$ cat src/rtl/tao_pkg.sv
`default_nettype none

package tao_pkg;

  localparam int PIX_W = 32;
  localparam int CH_W = 8;
  localparam int W_W = 16;
  localparam int NUM_W = 24;
  localparam int CHANNELS = 3;
  localparam int QBITS = 8;

  localparam logic ACTION_GLYPH = 1'b0;
  localparam logic ACTION_FILL = 1'b1;

  localparam logic [PIX_W-1:0] KEY_BLACK = 32'h0000_00FF;
  localparam logic [CH_W-1:0] ALPHA_MAX = 8'hFF;
  localparam logic [CH_W-1:0] ALPHA_ZERO = 8'h00;

  // Source, destination and weight that ride alongside the divider lanes.
  typedef struct packed {
    logic [PIX_W-1:0] src;
    logic [PIX_W-1:0] dest;
    logic [W_W-1:0]   w;
  } carry_t;

  // Exact floor(x / 255) for any product of two bytes.
  function automatic logic [CH_W-1:0] div255(input logic [W_W-1:0] x);
    logic [W_W:0] acc;
    acc = {1'b0, x} + (W_W+1)'(1) + (W_W+1)'(x >> 8);
    return acc[W_W-1:CH_W];
  endfunction

endpackage

`default_nettype wire

$ cat src/rtl/tinted_alpha_over_blend_top.sv
`default_nettype none

// Tinted straight-alpha "over" compositor, one RGBA8888 pixel per transaction.
//
// Input channel: a transaction is taken at a rising edge where start is high and
// busy is low. busy is high only while rst is high, so outside reset one pixel can
// be taken on every clock cycle, with no gaps.
// Output channel: done is high for exactly one cycle with out_pixel and changed,
// once for each taken transaction, after it has passed every stage. The path is a
// fixed pipeline of thirteen register stages: input capture, glyph preparation,
// weight and product forming, numerator forming, eight stages of a restoring
// divider that retire one quotient bit each, and the output register. Results
// leave in the order their inputs arrived.
// The receiver cannot stall the output, and nothing here ever waits on it.
// Configuration: tint_enable is written through cfg_valid/cfg_ready/cfg_data and
// must only be changed while no pixel is in flight.
// Reset: rst is synchronous and active high. It empties the pipeline, drops
// done and clears tint_enable to zero; pixels in flight are discarded.
module tinted_alpha_over_blend_top (
  input  wire logic                         clk,
  input  wire logic                         rst,
  input  wire logic                         start,
  output logic                              busy,
  input  wire logic                         action,
  input  wire logic [tao_pkg::PIX_W-1:0]    src_pixel,
  input  wire logic [tao_pkg::PIX_W-1:0]    dest_pixel,
  input  wire logic [tao_pkg::PIX_W-1:0]    tint_color,
  output logic                              done,
  output logic [tao_pkg::PIX_W-1:0]         out_pixel,
  output logic                              changed,
  input  wire logic                         cfg_valid,
  output logic                              cfg_ready,
  input  wire logic                         cfg_data
);

  localparam int LATENCY = 5 + tao_pkg::QBITS;

  logic tint_enable;
  logic accept;

  assign busy = rst;
  assign cfg_ready = !rst;
  assign accept = start && !busy;

  always_ff @(posedge clk) begin
    if (rst) begin
      tint_enable <= 1'b0;
    end else if (cfg_valid && cfg_ready) begin
      tint_enable <= cfg_data;
    end
  end

  // Stage A: capture the transaction.
  logic                      a_valid;
  logic                      a_action;
  logic [tao_pkg::PIX_W-1:0] a_src;
  logic [tao_pkg::PIX_W-1:0] a_dest;
  logic [tao_pkg::PIX_W-1:0] a_tint;

  always_ff @(posedge clk) begin
    if (rst) begin
      a_valid <= 1'b0;
    end else begin
      a_valid <= accept;
    end
  end

  always_ff @(posedge clk) begin
    a_action <= action;
    a_src <= src_pixel;
    a_dest <= dest_pixel;
    a_tint <= tint_color;
  end

  // Stage B: glyph preparation. For a glyph, opaque true black is keyed out first,
  // then the tint recolours it and scales its alpha, or only lends its alpha.
  logic                      b_valid;
  logic [tao_pkg::PIX_W-1:0] b_src;
  logic [tao_pkg::PIX_W-1:0] b_dest;
  logic [tao_pkg::PIX_W-1:0] b_src_next;

  always_comb begin
    logic [tao_pkg::PIX_W-1:0] keyed;
    logic [tao_pkg::CH_W-1:0]  ka;
    logic [tao_pkg::W_W-1:0]   prod;
    keyed = (a_src == tao_pkg::KEY_BLACK) ? '0 : a_src;
    ka = keyed[tao_pkg::CH_W-1:0];
    prod = tao_pkg::W_W'(a_tint[tao_pkg::CH_W-1:0]) * tao_pkg::W_W'(ka);
    if (a_action == tao_pkg::ACTION_FILL) begin
      b_src_next = a_src;
    end else if (tint_enable) begin
      if (ka == tao_pkg::ALPHA_MAX) begin
        b_src_next = a_tint;
      end else if (ka != tao_pkg::ALPHA_ZERO) begin
        b_src_next = {a_tint[tao_pkg::PIX_W-1:tao_pkg::CH_W], tao_pkg::div255(prod)};
      end else begin
        b_src_next = keyed;
      end
    end else if (ka != tao_pkg::ALPHA_ZERO) begin
      b_src_next = {keyed[tao_pkg::PIX_W-1:tao_pkg::CH_W], a_tint[tao_pkg::CH_W-1:0]};
    end else begin
      b_src_next = keyed;
    end
  end

  always_ff @(posedge clk) begin
    if (rst) begin
      b_valid <= 1'b0;
    end else begin
      b_valid <= a_valid;
    end
  end

  always_ff @(posedge clk) begin
    b_src <= b_src_next;
    b_dest <= a_dest;
  end

  // Stage C: destination weight da*(255-sa), total weight W and the source
  // channel products cs*sa.
  logic                      c_valid;
  logic [tao_pkg::PIX_W-1:0] c_src;
  logic [tao_pkg::PIX_W-1:0] c_dest;
  logic [tao_pkg::W_W-1:0]   c_wd;
  logic [tao_pkg::W_W-1:0]   c_w;
  logic [tao_pkg::W_W-1:0]   c_ps [tao_pkg::CHANNELS];
  logic [tao_pkg::W_W-1:0]   c_wd_next;
  logic [tao_pkg::W_W-1:0]   c_w_next;
  logic [tao_pkg::W_W-1:0]   c_ps_next [tao_pkg::CHANNELS];

  always_comb begin
    logic [tao_pkg::CH_W-1:0] sa;
    logic [tao_pkg::CH_W-1:0] inv;
    logic [tao_pkg::W_W-1:0]  sa255;
    sa = b_src[tao_pkg::CH_W-1:0];
    inv = tao_pkg::ALPHA_MAX - sa;
    sa255 = (tao_pkg::W_W'(sa) << tao_pkg::CH_W) - tao_pkg::W_W'(sa);
    c_wd_next = tao_pkg::W_W'(b_dest[tao_pkg::CH_W-1:0]) * tao_pkg::W_W'(inv);
    c_w_next = sa255 + c_wd_next;
    for (int l = 0; l < tao_pkg::CHANNELS; l++) begin
      c_ps_next[l] = tao_pkg::W_W'(b_src[tao_pkg::PIX_W-1-tao_pkg::CH_W*l -: tao_pkg::CH_W])
                     * tao_pkg::W_W'(sa);
    end
  end

  always_ff @(posedge clk) begin
    if (rst) begin
      c_valid <= 1'b0;
    end else begin
      c_valid <= b_valid;
    end
  end

  always_ff @(posedge clk) begin
    c_src <= b_src;
    c_dest <= b_dest;
    c_wd <= c_wd_next;
    c_w <= c_w_next;
    c_ps <= c_ps_next;
  end

  // Stage D: numerators 255*cs*sa + cd*wd for the colour lanes. The alpha is
  // W divided by 255, formed from the carried weight at the output.
  logic                      d_valid;
  tao_pkg::carry_t           d_carry;
  logic [tao_pkg::NUM_W-1:0] d_num [tao_pkg::CHANNELS];
  logic [tao_pkg::NUM_W-1:0] d_num_next [tao_pkg::CHANNELS];

  always_comb begin
    logic [tao_pkg::NUM_W-1:0] ps;
    logic [tao_pkg::NUM_W-1:0] pd;
    for (int l = 0; l < tao_pkg::CHANNELS; l++) begin
      ps = tao_pkg::NUM_W'(c_ps[l]);
      pd = tao_pkg::NUM_W'(c_dest[tao_pkg::PIX_W-1-tao_pkg::CH_W*l -: tao_pkg::CH_W])
           * tao_pkg::NUM_W'(c_wd);
      d_num_next[l] = (ps << tao_pkg::CH_W) - ps + pd;
    end
  end

  always_ff @(posedge clk) begin
    if (rst) begin
      d_valid <= 1'b0;
    end else begin
      d_valid <= c_valid;
    end
  end

  always_ff @(posedge clk) begin
    d_carry.src <= c_src;
    d_carry.dest <= c_dest;
    d_carry.w <= c_w;
    d_num <= d_num_next;
  end

  // Restoring divider, one quotient bit per stage, most significant bit first.
  // Every quotient fits in a byte, so eight stages suffice.
  logic                      div_valid [tao_pkg::QBITS];
  tao_pkg::carry_t           div_carry [tao_pkg::QBITS];
  logic [tao_pkg::NUM_W-1:0] div_rem   [tao_pkg::QBITS-1][tao_pkg::CHANNELS];
  logic [tao_pkg::QBITS-1:0] div_quo   [tao_pkg::QBITS][tao_pkg::CHANNELS];

  for (genvar k = 0; k < tao_pkg::QBITS; k++) begin : g_div
    localparam int SH = tao_pkg::QBITS - 1 - k;

    logic                      in_valid;
    tao_pkg::carry_t           in_carry;
    logic [tao_pkg::NUM_W-1:0] in_rem [tao_pkg::CHANNELS];
    logic [tao_pkg::QBITS-1:0] in_quo [tao_pkg::CHANNELS];
    logic [tao_pkg::NUM_W-1:0] rem_next [tao_pkg::CHANNELS];
    logic [tao_pkg::QBITS-1:0] quo_next [tao_pkg::CHANNELS];

    if (k == 0) begin : g_first
      always_comb begin
        in_valid = d_valid;
        in_carry = d_carry;
        for (int l = 0; l < tao_pkg::CHANNELS; l++) begin
          in_rem[l] = d_num[l];
          in_quo[l] = '0;
        end
      end
    end else begin : g_next
      always_comb begin
        in_valid = div_valid[k-1];
        in_carry = div_carry[k-1];
        for (int l = 0; l < tao_pkg::CHANNELS; l++) begin
          in_rem[l] = div_rem[k-1][l];
          in_quo[l] = div_quo[k-1][l];
        end
      end
    end

    always_comb begin
      logic [tao_pkg::NUM_W-1:0] trial;
      logic                      ge;
      trial = tao_pkg::NUM_W'(in_carry.w) << SH;
      for (int l = 0; l < tao_pkg::CHANNELS; l++) begin
        ge = (in_rem[l] >= trial);
        rem_next[l] = ge ? (in_rem[l] - trial) : in_rem[l];
        quo_next[l] = {in_quo[l][tao_pkg::QBITS-2:0], ge};
      end
    end

    always_ff @(posedge clk) begin
      if (rst) begin
        div_valid[k] <= 1'b0;
      end else begin
        div_valid[k] <= in_valid;
      end
    end

    always_ff @(posedge clk) begin
      div_carry[k] <= in_carry;
      div_quo[k] <= quo_next;
    end

    if (k < tao_pkg::QBITS - 1) begin : g_keep_rem
      always_ff @(posedge clk) begin
        div_rem[k] <= rem_next;
      end
    end
  end

  // Output register: a transparent source keeps the destination, an opaque one
  // copies the source, anything in between takes the divided channels.
  logic                      last_valid;
  tao_pkg::carry_t           last_carry;
  logic [tao_pkg::PIX_W-1:0] out_pixel_next;
  logic                      changed_next;

  assign last_valid = div_valid[tao_pkg::QBITS-1];
  assign last_carry = div_carry[tao_pkg::QBITS-1];

  always_comb begin
    logic [tao_pkg::CH_W-1:0] sa;
    sa = last_carry.src[tao_pkg::CH_W-1:0];
    if (sa == tao_pkg::ALPHA_ZERO) begin
      out_pixel_next = last_carry.dest;
      changed_next = 1'b0;
    end else if (sa == tao_pkg::ALPHA_MAX) begin
      out_pixel_next = last_carry.src;
      changed_next = 1'b1;
    end else begin
      out_pixel_next = {div_quo[tao_pkg::QBITS-1][0], div_quo[tao_pkg::QBITS-1][1],
                        div_quo[tao_pkg::QBITS-1][2], tao_pkg::div255(last_carry.w)};
      changed_next = 1'b1;
    end
  end

  always_ff @(posedge clk) begin
    if (rst) begin
      done <= 1'b0;
    end else begin
      done <= last_valid;
    end
  end

  always_ff @(posedge clk) begin
    out_pixel <= out_pixel_next;
    changed <= changed_next;
  end

  // Every taken transaction produces exactly one result, a fixed time later.
  a_latency: assert property (@(posedge clk) disable iff (rst)
    done == $past(accept, LATENCY))
    else $error("result strobe does not match the input transaction stream");

  // An unchanged destination must come back exactly as it went in.
  a_keep_dest: assert property (@(posedge clk) disable iff (rst)
    (done && !changed) |-> (out_pixel == $past(dest_pixel, LATENCY)))
    else $error("unchanged result differs from the destination pixel");

  // A fill writes the destination exactly when its own alpha is nonzero.
  a_fill_changed: assert property (@(posedge clk) disable iff (rst)
    (done && ($past(action, LATENCY) == tao_pkg::ACTION_FILL))
      |-> (changed == ($past(src_pixel[7:0], LATENCY) != tao_pkg::ALPHA_ZERO)))
    else $error("fill result changed flag disagrees with source alpha");

endmodule

`default_nettype wire
$ cat config.mk
export PLATFORM = sky130hd
export DESIGN_NAME = tinted_alpha_over_blend_top
export DESIGN_NICKNAME = d
export VERILOG_FILES = /design/src/rtl/tao_pkg.sv /design/src/rtl/tinted_alpha_over_blend_top.sv
export SDC_FILE = /design/constraint.sdc
export NUM_CORES = 2
export LEC_CHECK = 0
export ABC_AREA = 1
export BUFFER_PORTS_ARGS = -buffer_cell sky130_fd_sc_hd__buf_2
export CAP_MARGIN = 15
export CORE_ASPECT_RATIO = 1.75
export CORE_UTILIZATION = 42
export CTS_CLUSTER_SIZE = 10
export DETAILED_ROUTE_END_ITERATION = 16
export GPL_ROUTABILITY_DRIVEN = 0
export PLACE_DENSITY_LB_ADDON = 0.05
export SLEW_MARGIN = 20
export SYNTH_ARGS = -nofsm -noshare
export SYNTH_HDL_FRONTEND = slang
export SYNTH_SLANG_ARGS = --single-unit
$ cat constraint.sdc
create_clock -name clk -period 15.3 [get_ports clk]
set_input_delay 4.59 -clock clk [delete_from_list [all_inputs] [get_ports clk]]
set_output_delay 4.59 -clock clk [all_outputs]
set_load 0.05 [all_outputs]
Word-level counts from Yosys, hierarchy flattened --
Memories as Yosys holds them, arrays and structs flattened. A register that Yosys moved wholly into a read port is not among the register bits. Cells that the tools add are included.
Word-level totals: register bits after elaboration 495, RAM bits 1344, input port bits 102, output and inout port bits 36, logic and storage cells 153, memories 4
Memory list:
- div_carry | words 8, width 80, read ports 8, clocked after Yosys merged registers in 0, write ports 8, RTL line tinted_alpha_over_blend_top.sv:198 | tao_pkg::carry_t div_carry [tao_pkg::QBITS];
- div_rem | words 7, width 72, read ports 7, clocked after Yosys merged registers in 0, write ports 7, RTL line tinted_alpha_over_blend_top.sv:199 | logic [tao_pkg::NUM_W-1:0] div_rem [tao_pkg::QBITS-1][tao_pkg::CHANNELS];
- div_quo | words 8, width 24, read ports 8, clocked after Yosys merged registers in 0, write ports 8, RTL line tinted_alpha_over_blend_top.sv:200 | logic [tao_pkg::QBITS-1:0] div_quo [tao_pkg::QBITS][tao_pkg::CHANNELS];
- div_valid | words 8, width 1, read ports 8, clocked after Yosys merged registers in 1, write ports 8, RTL line tinted_alpha_over_blend_top.sv:197 | logic div_valid [tao_pkg::QBITS];
Cells by class: add/subtract/negate cells 34, $mul 8, magnitude comparators 24, equality and inequality tests 3, multiplexer cells 41, bitwise operators 8, reductions and logical operators 5
Operators by type and width (number):
- 24-bit two-way mux | 21
- 32-bit two-way mux | 7
- 8-bit by 8-bit multiplier with 16-bit output | 5
- 24-bit adder | 3
- 24-bit by 16-bit >= comparator with 1-bit output | 3
- 24-bit by 17-bit >= comparator with 1-bit output | 3
- 24-bit by 18-bit >= comparator with 1-bit output | 3
- 24-bit by 19-bit >= comparator with 1-bit output | 3
- 24-bit by 20-bit >= comparator with 1-bit output | 3
- 24-bit by 21-bit >= comparator with 1-bit output | 3
- 24-bit by 22-bit >= comparator with 1-bit output | 3
- 24-bit by 23-bit >= comparator with 1-bit output | 3
- 8-bit by 16-bit multiplier with 24-bit output | 3
- 24-bit by 16-bit subtractor with 24-bit output | 3
- 24-bit by 17-bit subtractor with 24-bit output | 3
- 24-bit by 18-bit subtractor with 24-bit output | 3
- 24-bit by 19-bit subtractor with 24-bit output | 3
- 24-bit by 20-bit subtractor with 24-bit output | 3
- 24-bit by 21-bit subtractor with 24-bit output | 3
- 24-bit by 22-bit subtractor with 24-bit output | 3
- 24-bit by 23-bit subtractor with 24-bit output | 3
- 16-bit by 1-bit adder with 16-bit output (second input constant) | 2
- 16-bit by 8-bit adder with 16-bit output | 2
- 32-bit by 8-bit equality test with 1-bit output (second input constant) | 1
- 11 further kinds | 31

Depth between registers and ports, before layout --
depth after elaboration 9, gate-level depth with buffers 41, depth with buffers taken out 40

Worst setup path before layout --
Ideal clock, no wire load.
path kind input to output, from input rst, to output cfg_ready, arrival time 4.896 ns, required time 10.710 ns, path slack 5.814 ns, cell stages on the path 1, buffers on the path 0, cells stage by stage inv_1
Between the ends: word-level cells in the longest chain between the ends 1
Ends and longest elaborated chain:
- start: declaration | RTL line tinted_alpha_over_blend_top.sv:21 | input wire logic rst,
- 1-bit zero test | RTL line tinted_alpha_over_blend_top.sv:42 | assign cfg_ready = !rst;
- end: declaration | RTL line tinted_alpha_over_blend_top.sv:32 | output logic cfg_ready,
Every way passes these cells.

Final worst setup path --
Ends and elaborated chain as after synthesis.

==> impl_metrics.toml <==
[cts]
hold_buffers = 0
cts_post_setup_buffers_inserted = 0
cts.sink_count = 1756
cts-resized-gates = 0
ctsHtreeMaxLevel = 4
tritoncts = "done"
clkSlewWorstSetupHoldPaths_ps = 50
clk-insertion-delay-late_ps = 880
clock_tree.root_cell = "clkbuf_16"
clockBufferDepth = 4
clock_buffers_created_by_tritoncts = 204

[synthesis]
netlist_instances = 9310
number_of_enable_type_register_cells_in_the_synthesized_netlist = 0
yosys_register_bits = 1756
post_synth_instance_area_sq_um = 84790
synth_flop_cell = "dfxtp_1"
number_of_library_cell_types_mapped_by_synthesis = 67
seq_area_frac_synth = 0.4146
synth_area_per_cell_sq_um = 9.108
post_synthesis_async_set_or_reset_flop_share = 0
ys_warn_count = 0
synthesis.nets = 10730

[critical_path]
setup.worst_path.end_class = "primary output"
crit_path_top_delay_cell = "buf_2"
setup.worst_path.class = "primary input to primary output"
worstPathArrival_ps = 5140
cp-startpoint = "rst"
cp_slowest_stage_delay_ps = 230
crit_path_start_kind = "primary input"
worst-endpoint-required_ps = 10710
r2r-start = "a_src[4]$_DFF_P_"
crit_path_cell_trace = "buf_2 > inv_1 > buf_2"
critical_path.max_fanout = 15
critPathMostFrequentCell = "buf_2"

[global_route]
initial_antenna_violation_count = 17
global_route_wire_length_before_repair_microns = 377900
via_count_of_the_first_global_routing_pass = 63410
overflow = 0
grt_util_all_layers = 0.2501
grt_max_degree = 58

[timing]
final.period_utilization = 0.6360
finalCriticalPeriod_ps = 9731
slew_headroom = 0.2260
grt_setup_unrepaired = "false"
finalWorstSetupSlack_ps = 5569
setup_viol_count_final = 0
fin_clk_skew_ps = 79.89
worst_pin_slew_ps = 1159
hold_violations = 0
slew_viol_final = 0
maximum_clock_frequency_mhz = 102.8
setup-tns-final_ps = 0

[placed_design]
number_of_i_o_port_buffers = 137
dp_hpwl_microns = 209400
dp_worst_setup_slack_ps = 5555

[final_layout]
seq_area_sq_um = 35150
nFillCells = 19150
most_common_cell_after_layout_fill_and_taps_aside = "dfxtp_1"
layout_common_cells = "dfxtp_1, nand2_1, inv_1, ha_1, a21oi_1"
multi_input_area_sq_um = 43140
share_of_layout_cells_above_drive_strength_1 = 0.04936
syn2layout_area_growth_pct = 10.46
final_net_count = 10900

[hold_path]
min_from = "div_carry[1][114]$_DFF_P_"
worst_hold_path_type = "flop to flop"

[floorplan]
initial_core_util = 0.4237
die_y_microns = 596.4
io_pins = 138
die-area_sq_um = 203800
die_w_microns = 341.7
design.core.area_sq_um = 200100
rows = 217

[outcome]
outcome = "complete, but fails checks"
failed_checks = "design-rule violations"

[detailed_routing]
drt_drc_violations_left = 1
wire_per_inst_microns = 20.90
vias_per_cell = 4.956
postRouteWirelength_microns = 253900
vias = 60230
detailedRoute.firstPassIterationCount = 6
detail_route.iter0.violations = 2578
ant_nets = 0

[job]
max_cap_viol_count = 0
## path summary, 6_finish.rpt
check / slack, ps / endpoint / depth (start not counted)
hold / removal: 260 / div_carry[2][34]$_DFF_P_ / 0
setup reg to reg: 7540 / b_src[7]$_DFF_P_ / 37
hold reg to reg: 260 / div_carry[2][34]$_DFF_P_ / 0
setup / recovery: 5570 / cfg_ready / 3
## kinds of logic (layout without fill, tap and decap cells)
family,after synthesis,count (layout),synth area share
and+or+nand+nor,2708,2708,0.1290
DFF,1756,1756,0.4146
buffers and inverters,1707,1899,0.07673
AOI/OAI and AO/OA,1326,1326,0.08585
adders and majority gates,1317,1317,0.2422
xor gates and xnor gates,493,493,0.05123
muxes,3,3,0.0003984
other,0,23,0
## Yosys cell counts, drive strengths merged (3+ instances only)
| master | count | area [sq um] |
|---|---|---|
| xor2 | 264 | 2339 |
| nand3b | 12 | 90.09 |
| ha | 776 | 9709 |
| a2111oi | 5 | 43.79 |
| inv | 1485 | 5574 |
| nor3b | 4 | 30.03 |
| a41oi | 4 | 35.03 |
| buf | 43 | 229.0 |
| nor2 | 544 | 2052 |
| xnor2 | 229 | 2006 |
| a221oi | 5 | 43.79 |
| a211oi | 16 | 120.1 |
| o31ai | 17 | 127.6 |
| mux2 | 3 | 33.78 |
| or4 | 4 | 30.03 |
| nor3 | 68 | 345.3 |
| o21a | 22 | 165.2 |
| o21ai | 500 | 2536 |
| nor4 | 38 | 244.0 |
| nand3 | 205 | 1036 |
| o211ai | 30 | 225.2 |
| a31o | 4 | 35.03 |
| nand4 | 59 | 369.1 |
| o21bai | 28 | 214.0 |
| a21o | 13 | 97.59 |
| o221ai | 3 | 26.28 |
| dfxtp | 1756 | 35150 |
| clkbuf | 177 | 695.7 |
| o211a | 3 | 30.03 |
| o311ai | 4 | 35.03 |
| a21boi | 19 | 142.6 |
| fa | 541 | 10830 |
| or2 | 21 | 131.4 |
| nand2 | 1749 | 6578 |
| a21oi | 576 | 2890 |
| a31oi | 65 | 406.6 |
| o41ai | 4 | 35.03 |
## routing by layer
layer / vias to the layer above / part of all wire / global-route usage
li1: 29620 / - / -
met1: 28450 / 0.31 / 0.2081
met2: 1379 / 0.56 / 0.4973
met3: 768 / 0.028 / 0.02968
met4: 6 / 0.11 / 0.2319
met5: - / 0.00017 / 0
## per-stage QoR
stage               instances  hold slack, ps  utilization  cell area [sq um]
floorplan                9310           309.6            -              84790
global placement        11900           309.6       0.4406              88170
detailed placement      11900           312.1       0.4406              88170
CTS                     12130           252.5       0.4677              93590
global route            12150           269.4       0.4680              93660
finish                  12150           258.3       0.4681              93660
## critical path: cells and delay by family
kind                   cells  cell delay (ps)
buffers and inverters      3              550
## cell type report
class | instances | share of cell area
Antenna cell | 23 | 0.0006145
Clock buffer | 220 | 0.05601
Clock inverter | 10 | 0.001857
Inverter | 1487 | 0.05959
Multi-Input combinational cell | 5847 | 0.4606
Sequential cell | 1756 | 0.3753
Tap cell | 2628 | 0.03511
Timing Repair Buffer | 182 | 0.01093
## sequential cells by signal, indices dropped and copies added, names as in the netlist, 16 cells and up
register / flops
a_dest: 32
a_src: 32
a_tint: 32
b_dest: 32
b_src: 32
c_dest: 32
c_ps: 48
c_src: 32
c_w: 16
c_wd: 16
d_carry: 80
d_num: 72
div_carry: 640
div_quo: 108
div_rem: 504
out_pixel: 32
Power is not shown: default switching activity piles up to over one toggle a cycle in this logic, so the estimate is an artifact.
